$ cat config.mk
export PLATFORM = sky130hd
export DESIGN_NAME = pad_coordinate_mapper_flat
export DESIGN_NICKNAME = d
export VERILOG_FILES = /design/src/sv/pcm_pkg.sv /design/src/sv/pcm_if.sv /design/src/sv/pad_coordinate_mapper.sv /design/src/sv/pcm_to_pad.sv /design/src/sv/pcm_from_pad.sv /design/src/flat_wrapper.sv
export SDC_FILE = /design/constraint.sdc
export NUM_CORES = 1
export LEC_CHECK = 0
export BUFFER_PORTS_ARGS = -buffer_cell sky130_fd_sc_hd__buf_2
export CAP_MARGIN = 15
export CORE_MARGIN = 1
export CORE_UTILIZATION = 38
export DETAILED_ROUTE_END_ITERATION = 16
export SYNTH_ARGS = -nofsm -noshare
export SYNTH_HDL_FRONTEND = slang
export SYNTH_SLANG_ARGS = --single-unit
$ cat constraint.sdc
create_clock -name clk_i -period 28.4 [get_ports clk_i]
set_input_delay 5.68 -clock clk_i [delete_from_list [all_inputs] [get_ports clk_i]]
set_output_delay 5.68 -clock clk_i [all_outputs]
set_load 0.02 [all_outputs]
$ cat src/sv/pcm_pkg.sv
// ----------------------------------------------------------------------------
// Pad coordinate mapper package
// Opcodes, range limits, request and result records, small lookup functions.
// ----------------------------------------------------------------------------
package pcm_pkg;

  // Conversion opcodes
  localparam logic [2:0] OP_HW2PAD  = 3'd0;
  localparam logic [2:0] OP_PAD2HW  = 3'd1;
  localparam logic [2:0] OP_MOD2PAD = 3'd2;
  localparam logic [2:0] OP_PAD2MOD = 3'd3;
  localparam logic [2:0] OP_MOD2HW  = 3'd4;
  localparam logic [2:0] OP_HW2MOD  = 3'd5;

  // Range limits (exclusive; the Max values are inclusive), cathode flip and bad pad word
  localparam logic [3:0] NumLinks    = 4'd14;
  localparam logic [4:0] NumColumns  = 5'd24;
  localparam logic [3:0] NumChips    = 4'd10;
  localparam logic [5:0] NumChannels = 6'd48;
  localparam logic [3:0] NumModules  = 4'd7;
  localparam logic [3:0] NumCathodes = 4'd6;
  localparam logic [7:0] CathX       = 8'd80;
  localparam logic [7:0] CathY       = 8'd48;
  localparam logic [7:0] CathXMax    = 8'd79;
  localparam logic [7:0] CathYMax    = 8'd47;
  localparam logic [7:0] ModX        = 8'd160;
  localparam logic [7:0] ModY        = 8'd144;
  localparam logic [3:0] CathFlip    = 4'd5;
  localparam logic [31:0] BadPad     = 32'hFFFF_FFFF;

  typedef struct packed {
    logic [2:0]  opcode;
    logic [3:0]  link;
    logic [4:0]  column;
    logic [3:0]  chip;
    logic [5:0]  channel;
    logic [23:0] pad;
    logic [2:0]  mod_num;
    logic [7:0]  mod_x;
    logic [7:0]  mod_y;
  } req_t;

  typedef struct packed {
    logic        ok;
    logic [23:0] pad;
  } pad_res_t;

  typedef struct packed {
    logic [31:0] pad;
    logic [3:0]  link;
    logic [4:0]  column;
    logic [3:0]  chip;
    logic [5:0]  channel;
    logic [2:0]  mod_num;
    logic [7:0]  mod_x;
    logic [7:0]  mod_y;
    logic        error;
  } res_t;

  // Quotient by six via reciprocal 43/256, exact for values below 48
  function automatic logic [2:0] div6_f(input logic [5:0] v);
    logic [11:0] prod;
    prod = {6'd0, v} * 12'd43;
    return prod[10:8];
  endfunction

  function automatic logic [2:0] mod6_f(input logic [5:0] v);
    logic [5:0] r;
    r = v - ({3'd0, div6_f(v)} * 6'd6);
    return r[2:0];
  endfunction

  function automatic logic [2:0] chan_to_row_f(input logic [2:0] r);
    logic [2:0] o;
    case (r)
      3'd0:    o = 3'd3;
      3'd1:    o = 3'd2;
      3'd2:    o = 3'd4;
      3'd3:    o = 3'd1;
      3'd4:    o = 3'd5;
      3'd5:    o = 3'd0;
      default: o = 3'd0;
    endcase
    return o;
  endfunction

  function automatic logic [2:0] row_to_chan_f(input logic [2:0] r);
    logic [2:0] o;
    case (r)
      3'd0:    o = 3'd5;
      3'd1:    o = 3'd3;
      3'd2:    o = 3'd1;
      3'd3:    o = 3'd0;
      3'd4:    o = 3'd2;
      3'd5:    o = 3'd4;
      default: o = 3'd0;
    endcase
    return o;
  endfunction

endpackage

$ cat src/sv/pcm_if.sv
// ----------------------------------------------------------------------------
// Pad coordinate mapper channels
// Request and result channels with valid/ready handshake.
// ----------------------------------------------------------------------------
interface pcm_in_if;
  logic        valid;
  logic        ready;
  logic [2:0]  opcode;
  logic [3:0]  link_in;
  logic [4:0]  column_in;
  logic [3:0]  chip_in;
  logic [5:0]  channel_in;
  logic [23:0] pad_in;
  logic [2:0]  module_in;
  logic [7:0]  mod_x_in;
  logic [7:0]  mod_y_in;

  modport source (output valid, opcode, link_in, column_in, chip_in, channel_in,
                  pad_in, module_in, mod_x_in, mod_y_in, input ready);
  modport sink   (input valid, opcode, link_in, column_in, chip_in, channel_in,
                  pad_in, module_in, mod_x_in, mod_y_in, output ready);
endinterface

interface pcm_out_if;
  logic        valid;
  logic        ready;
  logic [31:0] pad_out;
  logic [3:0]  link_out;
  logic [4:0]  column_out;
  logic [3:0]  chip_out;
  logic [5:0]  channel_out;
  logic [2:0]  module_out;
  logic [7:0]  mod_x_out;
  logic [7:0]  mod_y_out;
  logic        error;

  modport source (output valid, pad_out, link_out, column_out, chip_out, channel_out,
                  module_out, mod_x_out, mod_y_out, error, input ready);
  modport sink   (input valid, pad_out, link_out, column_out, chip_out, channel_out,
                  module_out, mod_x_out, mod_y_out, error, output ready);
endinterface

$ cat src/sv/pad_coordinate_mapper.sv
// ----------------------------------------------------------------------------
// Pad coordinate mapper
// Converts pad addresses between hardware, pad word and module coordinates.
// ----------------------------------------------------------------------------
//  channel  | dir | handshake    | payload
//  in_i     | in  | valid/ready  | opcode, hardware tuple, pad word, module x/y
//  out_o    | out | valid/ready  | pad word, hardware tuple, module x/y, error
//
//  One request per cycle unless stalled; held in request, then result register.
//  The conversion is a single pass of constant-divide and table logic.
//  Reset clears both valid flags; the request and result data are not reset.
//  A stalled result holds in the result register while one more request waits
//  in the request register; ready drops only when both are full.
// ----------------------------------------------------------------------------
module pad_coordinate_mapper
  import pcm_pkg::*;
(
  input  logic  clk_i,
  input  logic  rst_ni,
  pcm_in_if.sink    in_i,
  pcm_out_if.source out_o
);

  logic     a_vld_q, a_vld_d, a_rdy;
  logic     b_vld_q, b_vld_d, b_rdy;
  req_t     req_d, req_q;
  res_t     res_d, res_q;
  pad_res_t pad_w;

  assign b_rdy      = !b_vld_q || out_o.ready;
  assign a_rdy      = !a_vld_q || b_rdy;
  assign in_i.ready = a_rdy;

  assign req_d = '{opcode:  in_i.opcode,    link:    in_i.link_in,
                   column:  in_i.column_in, chip:    in_i.chip_in,
                   channel: in_i.channel_in, pad:    in_i.pad_in,
                   mod_num: in_i.module_in, mod_x:   in_i.mod_x_in,
                   mod_y:   in_i.mod_y_in};

  pcm_to_pad u_to_pad (
    .req_i (req_q),
    .pad_o (pad_w)
  );

  pcm_from_pad u_from_pad (
    .opcode_i (req_q.opcode),
    .pad_i    (pad_w),
    .res_o    (res_d)
  );

  // Advance each stage when the one downstream has room
  assign a_vld_d = a_rdy ? in_i.valid : a_vld_q;
  assign b_vld_d = b_rdy ? a_vld_q : b_vld_q;

  always_ff @(posedge clk_i or negedge rst_ni) begin
    if (!rst_ni) begin
      a_vld_q <= 1'b0;
      b_vld_q <= 1'b0;
    end else begin
      a_vld_q <= a_vld_d;
      b_vld_q <= b_vld_d;
    end
  end

  always_ff @(posedge clk_i) begin
    if (in_i.valid && a_rdy) begin
      req_q <= req_d;
    end
    if (a_vld_q && b_rdy) begin
      res_q <= res_d;
    end
  end

  assign out_o.valid       = b_vld_q;
  assign out_o.pad_out     = res_q.pad;
  assign out_o.link_out    = res_q.link;
  assign out_o.column_out  = res_q.column;
  assign out_o.chip_out    = res_q.chip;
  assign out_o.channel_out = res_q.channel;
  assign out_o.module_out  = res_q.mod_num;
  assign out_o.mod_x_out   = res_q.mod_x;
  assign out_o.mod_y_out   = res_q.mod_y;
  assign out_o.error       = res_q.error;

  a_accept_fills: assert property (@(posedge clk_i) disable iff (!rst_ni)
    in_i.valid && in_i.ready |=> a_vld_q)
    else $error("accepted request not held in request register");

  a_stall_holds: assert property (@(posedge clk_i) disable iff (!rst_ni)
    a_vld_q && !b_rdy |=> a_vld_q && $stable(req_q))
    else $error("waiting request lost under result stall");

  a_error_pad: assert property (@(posedge clk_i) disable iff (!rst_ni)
    out_o.valid && out_o.error |-> out_o.pad_out == BadPad && out_o.link_out == 4'd0 &&
      out_o.mod_x_out == 8'd0 && out_o.mod_y_out == 8'd0 && out_o.channel_out == 6'd0)
    else $error("error result carries coordinates");

  a_good_pad: assert property (@(posedge clk_i) disable iff (!rst_ni)
    out_o.valid && !out_o.error |-> out_o.pad_out[31:24] == 8'd0)
    else $error("valid result pad word out of 24 bits");

endmodule

$ cat src/sv/pcm_to_pad.sv
// ----------------------------------------------------------------------------
// Pad coordinate mapper: front conversion
// Range checks the source system and forms the packed pad word.
// ----------------------------------------------------------------------------
module pcm_to_pad
  import pcm_pkg::*;
(
  input  req_t     req_i,
  output pad_res_t pad_o
);

  logic       hw_ok, mod_ok, pad_ok;
  logic [2:0] chan_div, chan_rem;
  logic [3:0] hw_pc;
  logic [7:0] hw_px, hw_py;
  logic [23:0] hw_pad;
  logic [1:0] y_seg;
  logic       x_hi;
  logic [7:0] m_px, m_py;
  logic [23:0] mod_pad;

  assign hw_ok = (req_i.link < NumLinks) && (req_i.column < NumColumns) &&
                 (req_i.chip < NumChips) && (req_i.channel < NumChannels);
  assign mod_ok = ({1'b0, req_i.mod_num} < NumModules) && (req_i.mod_x < ModX) &&
                  (req_i.mod_y < ModY);
  assign pad_ok = (req_i.pad[23:20] < NumModules) && (req_i.pad[19:16] < NumCathodes) &&
                  (req_i.pad[15:8] < CathX) && (req_i.pad[7:0] < CathY);

  // Hardware tuple to pad; even links mirror cathode and y
  always_comb begin
    chan_div = div6_f(req_i.channel);
    chan_rem = mod6_f(req_i.channel);
    hw_pc    = {1'b0, req_i.column[4:3], 1'b1};
    hw_px    = CathXMax - ({1'b0, req_i.chip, 3'b000} + {5'd0, chan_div});
    hw_py    = ({5'd0, req_i.column[2:0]} * 8'd6) + {5'd0, chan_to_row_f(chan_rem)};
    if (!req_i.link[0]) begin
      hw_pc = CathFlip - hw_pc;
      hw_py = CathYMax - hw_py;
    end
    hw_pad = {1'b0, req_i.link[3:1], hw_pc, hw_px, hw_py};
  end

  // Module coordinates to pad
  always_comb begin
    if (req_i.mod_y >= 8'd96) begin
      y_seg = 2'd2;
      m_py  = req_i.mod_y - 8'd96;
    end else if (req_i.mod_y >= CathY) begin
      y_seg = 2'd1;
      m_py  = req_i.mod_y - CathY;
    end else begin
      y_seg = 2'd0;
      m_py  = req_i.mod_y;
    end
    x_hi    = (req_i.mod_x >= CathX);
    m_px    = x_hi ? (req_i.mod_x - CathX) : req_i.mod_x;
    mod_pad = {1'b0, req_i.mod_num, 1'b0, y_seg, x_hi, m_px, m_py};
  end

  always_comb begin
    unique case (req_i.opcode)
      OP_HW2PAD, OP_HW2MOD: begin
        pad_o.ok  = hw_ok;
        pad_o.pad = hw_pad;
      end
      OP_PAD2HW, OP_PAD2MOD: begin
        pad_o.ok  = pad_ok;
        pad_o.pad = req_i.pad;
      end
      OP_MOD2PAD, OP_MOD2HW: begin
        pad_o.ok  = mod_ok;
        pad_o.pad = mod_pad;
      end
      default: begin
        pad_o.ok  = 1'b0;
        pad_o.pad = req_i.pad;
      end
    endcase
  end

endmodule

$ cat src/sv/pcm_from_pad.sv
// ----------------------------------------------------------------------------
// Pad coordinate mapper: back conversion
// Expands a checked pad word into the target system and assembles the result.
// ----------------------------------------------------------------------------
module pcm_from_pad
  import pcm_pkg::*;
(
  input  logic [2:0] opcode_i,
  input  pad_res_t   pad_i,
  output res_t       res_o
);

  logic [3:0] ch, pc, pc_m;
  logic [7:0] px, py, px_m, py_m;
  logic       even;
  logic [3:0] link;
  logic [4:0] column;
  logic [3:0] chip;
  logic [5:0] channel;
  logic [7:0] mod_x, mod_y;

  assign ch   = pad_i.pad[23:20];
  assign pc   = pad_i.pad[19:16];
  assign px   = pad_i.pad[15:8];
  assign py   = pad_i.pad[7:0];
  assign even = !pc[0];

  // Pad to hardware: cathode parity picks the link and undoes the mirror
  assign px_m    = CathXMax - px;
  assign py_m    = even ? (CathYMax - py) : py;
  assign pc_m    = even ? (CathFlip - pc) : pc;
  assign link    = {ch[2:0], !even};
  assign column  = {pc_m[2:1], 3'b000} + {2'd0, div6_f(py_m[5:0])};
  assign chip    = px_m[6:3];
  assign channel = ({3'd0, px_m[2:0]} * 6'd6) + {3'd0, row_to_chan_f(mod6_f(py_m[5:0]))};

  // Pad to module
  assign mod_x = px + (pc[0] ? CathX : 8'd0);
  assign mod_y = ({6'd0, pc[2:1]} * CathY) + py;

  always_comb begin
    res_o       = '0;
    res_o.pad   = {8'd0, pad_i.pad};
    if (!pad_i.ok) begin
      res_o.pad   = BadPad;
      res_o.error = 1'b1;
    end else begin
      case (opcode_i)
        OP_PAD2HW, OP_MOD2HW: begin
          res_o.link    = link;
          res_o.column  = column;
          res_o.chip    = chip;
          res_o.channel = channel;
        end
        OP_PAD2MOD, OP_HW2MOD: begin
          res_o.mod_num = ch[2:0];
          res_o.mod_x   = mod_x;
          res_o.mod_y   = mod_y;
        end
        default: ;
      endcase
    end
  end

endmodule
$ cat src/flat_wrapper.sv
// flat-port wrapper written by rule: the top's interface ports become plain ports
module pad_coordinate_mapper_flat import pcm_pkg::*;
  (clk_i, rst_ni, in_i_valid, in_i_opcode, in_i_link_in, in_i_column_in, in_i_chip_in, in_i_channel_in, in_i_pad_in, in_i_module_in, in_i_mod_x_in, in_i_mod_y_in, in_i_ready, out_o_valid, out_o_pad_out, out_o_link_out, out_o_column_out, out_o_chip_out, out_o_channel_out, out_o_module_out, out_o_mod_x_out, out_o_mod_y_out, out_o_error, out_o_ready);
  pcm_in_if in_i_i ();
  pcm_out_if out_o_i ();
  input  logic clk_i;
  input  logic rst_ni;
  input wire logic [$bits(in_i_i.valid)-1:0] in_i_valid;
  input wire logic [$bits(in_i_i.opcode)-1:0] in_i_opcode;
  input wire logic [$bits(in_i_i.link_in)-1:0] in_i_link_in;
  input wire logic [$bits(in_i_i.column_in)-1:0] in_i_column_in;
  input wire logic [$bits(in_i_i.chip_in)-1:0] in_i_chip_in;
  input wire logic [$bits(in_i_i.channel_in)-1:0] in_i_channel_in;
  input wire logic [$bits(in_i_i.pad_in)-1:0] in_i_pad_in;
  input wire logic [$bits(in_i_i.module_in)-1:0] in_i_module_in;
  input wire logic [$bits(in_i_i.mod_x_in)-1:0] in_i_mod_x_in;
  input wire logic [$bits(in_i_i.mod_y_in)-1:0] in_i_mod_y_in;
  output wire logic [$bits(in_i_i.ready)-1:0] in_i_ready;
  output wire logic [$bits(out_o_i.valid)-1:0] out_o_valid;
  output wire logic [$bits(out_o_i.pad_out)-1:0] out_o_pad_out;
  output wire logic [$bits(out_o_i.link_out)-1:0] out_o_link_out;
  output wire logic [$bits(out_o_i.column_out)-1:0] out_o_column_out;
  output wire logic [$bits(out_o_i.chip_out)-1:0] out_o_chip_out;
  output wire logic [$bits(out_o_i.channel_out)-1:0] out_o_channel_out;
  output wire logic [$bits(out_o_i.module_out)-1:0] out_o_module_out;
  output wire logic [$bits(out_o_i.mod_x_out)-1:0] out_o_mod_x_out;
  output wire logic [$bits(out_o_i.mod_y_out)-1:0] out_o_mod_y_out;
  output wire logic [$bits(out_o_i.error)-1:0] out_o_error;
  input wire logic [$bits(out_o_i.ready)-1:0] out_o_ready;
  assign in_i_i.valid = in_i_valid;
  assign in_i_i.opcode = in_i_opcode;
  assign in_i_i.link_in = in_i_link_in;
  assign in_i_i.column_in = in_i_column_in;
  assign in_i_i.chip_in = in_i_chip_in;
  assign in_i_i.channel_in = in_i_channel_in;
  assign in_i_i.pad_in = in_i_pad_in;
  assign in_i_i.module_in = in_i_module_in;
  assign in_i_i.mod_x_in = in_i_mod_x_in;
  assign in_i_i.mod_y_in = in_i_mod_y_in;
  assign in_i_ready = in_i_i.ready;
  assign out_o_valid = out_o_i.valid;
  assign out_o_pad_out = out_o_i.pad_out;
  assign out_o_link_out = out_o_i.link_out;
  assign out_o_column_out = out_o_i.column_out;
  assign out_o_chip_out = out_o_i.chip_out;
  assign out_o_channel_out = out_o_i.channel_out;
  assign out_o_module_out = out_o_i.module_out;
  assign out_o_mod_x_out = out_o_i.mod_x_out;
  assign out_o_mod_y_out = out_o_i.mod_y_out;
  assign out_o_error = out_o_i.error;
  assign out_o_i.ready = out_o_ready;
  pad_coordinate_mapper u_core (.clk_i(clk_i), .rst_ni(rst_ni), .in_i(in_i_i), .out_o(out_o_i));
endmodule
* Word-level counts from Yosys, hierarchy flattened
Cells that the tools add are included.
Widths: inputs -> output; s select.
** Word-level totals
- Register bits after elaboration :: 138
- Input port bits :: 69
- Output and inout bits :: 73
- Word-level logic and storage cells :: 111
** Cells by class
- $add $sub $neg :: 17
- $mul :: 7
- $lt $le $gt $ge :: 14
- Eq/ne operators :: 13
- Muxes and demuxes :: 15
- Reductions and logical operators :: 24
** Operators with widths (number)
- $pmux 25 s3 :: 1
- $mux 32 :: 1
- $mux 8 :: 4
- $pmux 3 s5 :: 2
- $mul 6x6->11 const B :: 2
- $ge 8x7->1 const B :: 2
- $lt 8x8->1 const B :: 2
- $sub 8x7->8 const B :: 2
- $eq 3x2->1 const B :: 5
- $eq 3x3->1 const B :: 5
- $logic_and 1x1->1 :: 10
- $mul 3x2->5 const B :: 2
- $reduce_or 2->1 :: 5
- $eq 3x1->1 const B :: 3
- $logic_not 3->1 :: 3
- $add 7x3->8 :: 1
- $add 8x7->8 :: 1
- $add 8x8->8 :: 1
- $ge 8x6->1 const B :: 1
- $lt 4x3->1 const B :: 2
- $lt 4x4->1 const B :: 2
- $lt 8x6->1 const B :: 1
- $lt 8x7->1 const B :: 1
- $sub 6x7->8 const A :: 1
- 24 further kinds :: 30

* Depth between registers and ports, before layout
- Depth in word-level cells :: 17
- Depth in mapped cells :: 53
- Gate-level depth less buffers :: 53

* Hierarchy
From an unflattened synthesis, not the netlist that was laid out.
** Second synthesis, totals
- Cells, all modules :: 732
- Area total of the unflattened synthesis :: 8418.1 um^2
** Modules (own cells, without submodules)
- pad_coordinate_mapper :: times used 1, cells an instance 144, area each 4187.8 um^2, sequential area each 4134.0 um^2
- pcm_to_pad :: times used 1, cells an instance 381, area each 2633.8 um^2, sequential area each 0.0 um^2
- pcm_from_pad :: times used 1, cells an instance 207, area each 1596.5 um^2, sequential area each 0.0 um^2

* Worst setup path before layout
OpenSTA, ideal clock, no wires.
- Path kind :: input to output
- From :: input out_o_ready
- To :: output in_i_ready
- Arrival time :: 5.958 ns
- Required time :: 22.720 ns
- Setup slack :: 16.762 ns
- Cell stages on the path :: 1
- Buffers on the path :: 0
- Path through :: nand3b_1
** Between the ends
- Longest elaborated chain between the ends :: 2
** RTL lines
- start: declaration :: line flat_wrapper.sv:29 : input wire logic [$bits(out_o_i.ready)-1:0] out_o_ready;
- $logic_or 1x1->1 :: line pad_coordinate_mapper.sv:30 : assign b_rdy = !b_vld_q || out_o.ready;
- $logic_or 1x1->1 :: line pad_coordinate_mapper.sv:31 : assign a_rdy = !a_vld_q || b_rdy;
- end: declaration :: line flat_wrapper.sv:18 : output wire logic [$bits(in_i_i.ready)-1:0] in_i_ready;
Every way passes these cells.

* Worst setup path in the final report
- From :: register u_core.req_q[44] (netlist bit)
- To :: register u_core.res_q (netlist bit u_core.out_o.channel_out[4]), data pin
** Between the ends
- Longest elaborated chain between the ends :: 17
- Elaborated cells on any way between the ends :: 32
- Those cells by class :: add/sub: 9; mul: 5; order compare: 1; eq/ne: 8; mux: 5; reduce/logical: 4
** RTL lines
- start: declaration :: line pad_coordinate_mapper.sv:26 : req_t req_d, req_q;
- start signal: assignment :: line pad_coordinate_mapper.sv:67 : req_q <= req_d;
- $mul 6x6->11 :: line pcm_pkg.sv:63 : prod = {6'd0, v} * 12'd43;
- $mul 3x2->2 :: line pcm_pkg.sv:69 : r = v - ({3'd0, div6_f(v)} * 6'd6);
- $sub 3x3->3 :: line pcm_pkg.sv:69
- $eq 3x3->1 (tied with other cells) :: line pcm_pkg.sv:75 : case (r)
- $pmux 3 s5 :: line pcm_pkg.sv:75
- $add 6x3->7 :: line pcm_to_pad.sv:35 : hw_py = ({5'd0, req_i.column[2:0]} * 8'd6) + {5'd0, chan_to_row_f(chan_rem)};
- $sub 6x7->8 :: line pcm_to_pad.sv:38 : hw_py = CathYMax - hw_py;
- $mux 8 :: line pcm_to_pad.sv:36 : if (!req_i.link[0]) begin
- $pmux 25 s3 (*) :: line pcm_to_pad.sv:61 : unique case (req_i.opcode)
- $sub 6x6->6 :: line pcm_from_pad.sv:30 : assign py_m = even ? (CathYMax - py) : py;
- $mux 6 :: line pcm_from_pad.sv:30
- $mul 6x6->11 :: line pcm_pkg.sv:63
- $mul 3x2->2 :: line pcm_pkg.sv:69
- $sub 3x3->3 :: line pcm_pkg.sv:69
- $eq 3x3->1 (tied with other cells) :: line pcm_pkg.sv:89 : case (r)
- $pmux 3 s5 :: line pcm_pkg.sv:89
- $add 6x3->6 :: line pcm_from_pad.sv:35 : assign channel = ({3'd0, px_m[2:0]} * 6'd6) + {3'd0, row_to_chan_f(mod6_f(py_m[5:0]))};
- end signal: assignment :: line pad_coordinate_mapper.sv:70 : res_q <= res_d;
- end: declaration :: line pad_coordinate_mapper.sv:27 : res_t res_d, res_q;
Every way passes the cells marked *; elsewhere a longest branch is shown, timed or not.
A chain may end at the register's enable or synchronous reset.

==> flow_metrics.tcl <==
set metrics [dict create \
    status "finished, final reports clean" \
    final_common_cell "buf_2" \
    synth_edf_count 128 \
    hold_start "u_core.a_vld_q$_DFFE_PN0N_" \
    grt.total_usage 0.191 \
    rr_endpoint "u_core.out_o.channel_out[4]$_SDFFCE_PN0P_" \
    whs_ps 476 \
    final_area_sq_um 9690 \
    synth_xor_area_frac 0.0476 \
    num_vias 5957 \
    slew_headroom 0.392 \
    powerDensity_nw_per_um2 98.7 \
    p_total_mw 0.957 \
    worst-setup-path-type "reg2reg" \
    crit_start "u_core.req_q[44]$_DFFE_PP_" \
    place_congestion 0.893 \
    dpl_cell_area_sq_um 9110 \
    slowest_stage "fa_1" \
    dp.cells 1120 \
    synth_top_family_by_area "adder cells" \
    rsz0062_at_grt "no" \
    clock.fmax_ghz 0.0838 \
    first_pass_iters 6 \
    num_antenna_cells 0 \
    drt_iter0_markers 412 \
    antenna_found_initial 0 \
    reg2reg_depth 52 \
    fin_crit_sh 0.420 \
    core_area_sq_um 21000 \
    clockBufferDepth 2 \
    insertion_delay_ps 430 \
    stdcell_count 1151 \
    critical_path_arrival_ps 12080 \
    synth_cells 723 \
    pre_cts_ws_ps 16550 \
    layout_common_cells "141 x buf_2, 128 x edfxtp_1, 88 x ha_1" \
    utilization 0.461 \
    cts.sinks 130 \
    worstHoldPathCells 1 \
    io_buffers 141 \
    path_clk_slew_ps 60 \
    final_nets 1034 \
    synthArstFlopShare 0.0154 \
    routed_via_density 5.18 \
    post_drt_wl_per_cell_um 17.4 \
    synth_area_sq_um 8140 \
    cpMostUsedCell "ha_1" \
    setup_tns_ps 0 \
    synth_nets 893 \
    crit_path_end_kind "flop" \
    dieArea_sq_um 22000 \
    globalRouteOverflowTotal 0 \
    rr_startpoint "u_core.req_q[44]$_DFFE_PP_" \
    worst_pin_slew_ps 902 \
    clock_skew_ps 7.74 \
    reg2reg_slack_ps 16470 \
    hold_end "u_core.out_o.valid$_DFFE_PN0P_" \
    grt_max_degree 66 \
    synth-simple-area-share 0.122 \
    grt_pass1_vias 5865 \
    post-cts-setup-buffer-count 0 \
    synth_seq_cells 130 \
    drv_cap 0 \
    synth-adder-area-share 0.167 \
    synth_warnings 0 \
    cts_tree "yes" \
    synthMuxAreaShare 0.00523 \
    crit_required_ps 28550 \
    routed_wl_mm 20.0 \
    ant_nets 0 \
    slowest_delay_ps 540 \
    finalMaxSlewViolations 0 \
    p_leak_nw 4.08 \
    start_kind "flop" \
    ir_drop_mv 0.0533 \
    floorplan.initialDensity 0.387 \
    synth-compound-area-share 0.127 \
    area_growth_syn_to_layout_pct 19.1 \
    dp_hpwl_mm 15.0 \
    dieHeight_um 148 \
    synth_ff_type "edfxtp_1" \
    setup_viol 0 \
    period_needed_ps 11930 \
    finalHoldViolations 0 \
    path_max_fanout 8 \
    rows 53 \
    drc 0 \
    htree_levels 4 \
    cts_resized 0 \
    synth_cell_type_count 73 \
    ys_seq_area_frac 0.478 \
    syn_area_per_cell_sq_um 11.3 \
    grt_pass1_wl_mm 31.4 \
    numCtsBuffers 17 \
    drive_gt1_frac 0.232 \
    num-fill-cells 1993 \
    setup_ws_ps 16470 \
    die_w_um 148 \
    io_pins 142 \
    cts_root_buf "clkbuf_16" \
    hp-class "reg2reg" \
    hold_buffers 0 \
]
-- sequential cells by signal (all words and copies together) (netlist names) --
name                      cells
u_core.out_o.column_out       5
u_core.out_o.mod_y_out        8
u_core.req_q                 65
u_core.out_o.module_out       3
u_core.out_o.mod_x_out        8
u_core.out_o.pad_out         25
u_core.out_o.chip_out         4
u_core.out_o.link_out         4
u_core.out_o.valid            1
u_core.out_o.channel_out      6
u_core.a_vld_q                1
-- where the power goes --
group | internal, mW | total (mW) | switching (mW)
combinational | 0.201 | 0.497 | 0.295
clock | 0.137 | 0.223 | 0.0856
sequential | 0.228 | 0.237 | 0.00933
-- worst max-delay path: cells and delay by family, from the launching register on --
family | cells | cell delay (ps)
buffers and inverters | 6 | 430
DFF | 1 | 460
AOI/OAI and AO/OA | 13 | 2730
and+or+nand+nor | 12 | 1580
xor gates and xnor gates | 8 | 2060
adders and majority gates | 13 | 4370
-- Yosys cell counts, drive strengths merged (12+ instances only) --
cell type | number | area share
a21oi | 27 | 0.017
buf | 12 | 0.0097
clkbuf | 12 | 0.0055
edfxtp | 128 | 0.47
fa | 13 | 0.032
ha | 88 | 0.14
inv | 79 | 0.037
nand2 | 46 | 0.021
nand2b | 13 | 0.010
nand3 | 16 | 0.0098
nor2 | 66 | 0.031
nor3 | 12 | 0.0080
o21ai | 27 | 0.017
xnor2 | 25 | 0.029
xor2 | 15 | 0.016
-- metal layers --
metal / wire length (um) / GRT usage
met3: 1150 / 0.0377
met1: 9280 / 0.257
met5: 0 / 0
met4: 340 / 0.0732
met2: 9260 / 0.304
-- how the worst max path moves through the flow --
| stage | cells after the start | end |
|---|---|---|
| floorplan | 1 | in_i_ready |
| global placement | 3 | in_i_ready |
| detailed placement | 52 | u_core.out_o.channel_out[4]$_SDFFCE_PN0P_ |
| CTS | 52 | u_core.out_o.channel_out[4]$_SDFFCE_PN0P_ |
| global route | 52 | u_core.out_o.channel_out[4]$_SDFFCE_PN0P_ |
| finish | 52 | u_core.out_o.channel_out[4]$_SDFFCE_PN0P_ |
-- cells by family after synthesis --
group | count (synthesis)
adder cells (fa/ha/maj) | 101
XOR/XNOR | 41
flip-flops | 130
AO/OA/AOI/OAI | 141
AND/OR/NAND/NOR | 202
buffers and inverters | 104
multiplexers | 4
-- final cells by class --
cell class / count / area, sq um / area share
inverter: 80 / 304 / 0.0314
tap: 275 / 344 / 0.0355
clock inverter: 13 / 159 / 0.0164
multi-input combinational: 489 / 3820 / 0.394
sequential: 130 / 3890 / 0.402
clock buffer: 18 / 429 / 0.0443
timing repair buffer: 146 / 743 / 0.0767
Power figures use the tool's default switching activity.
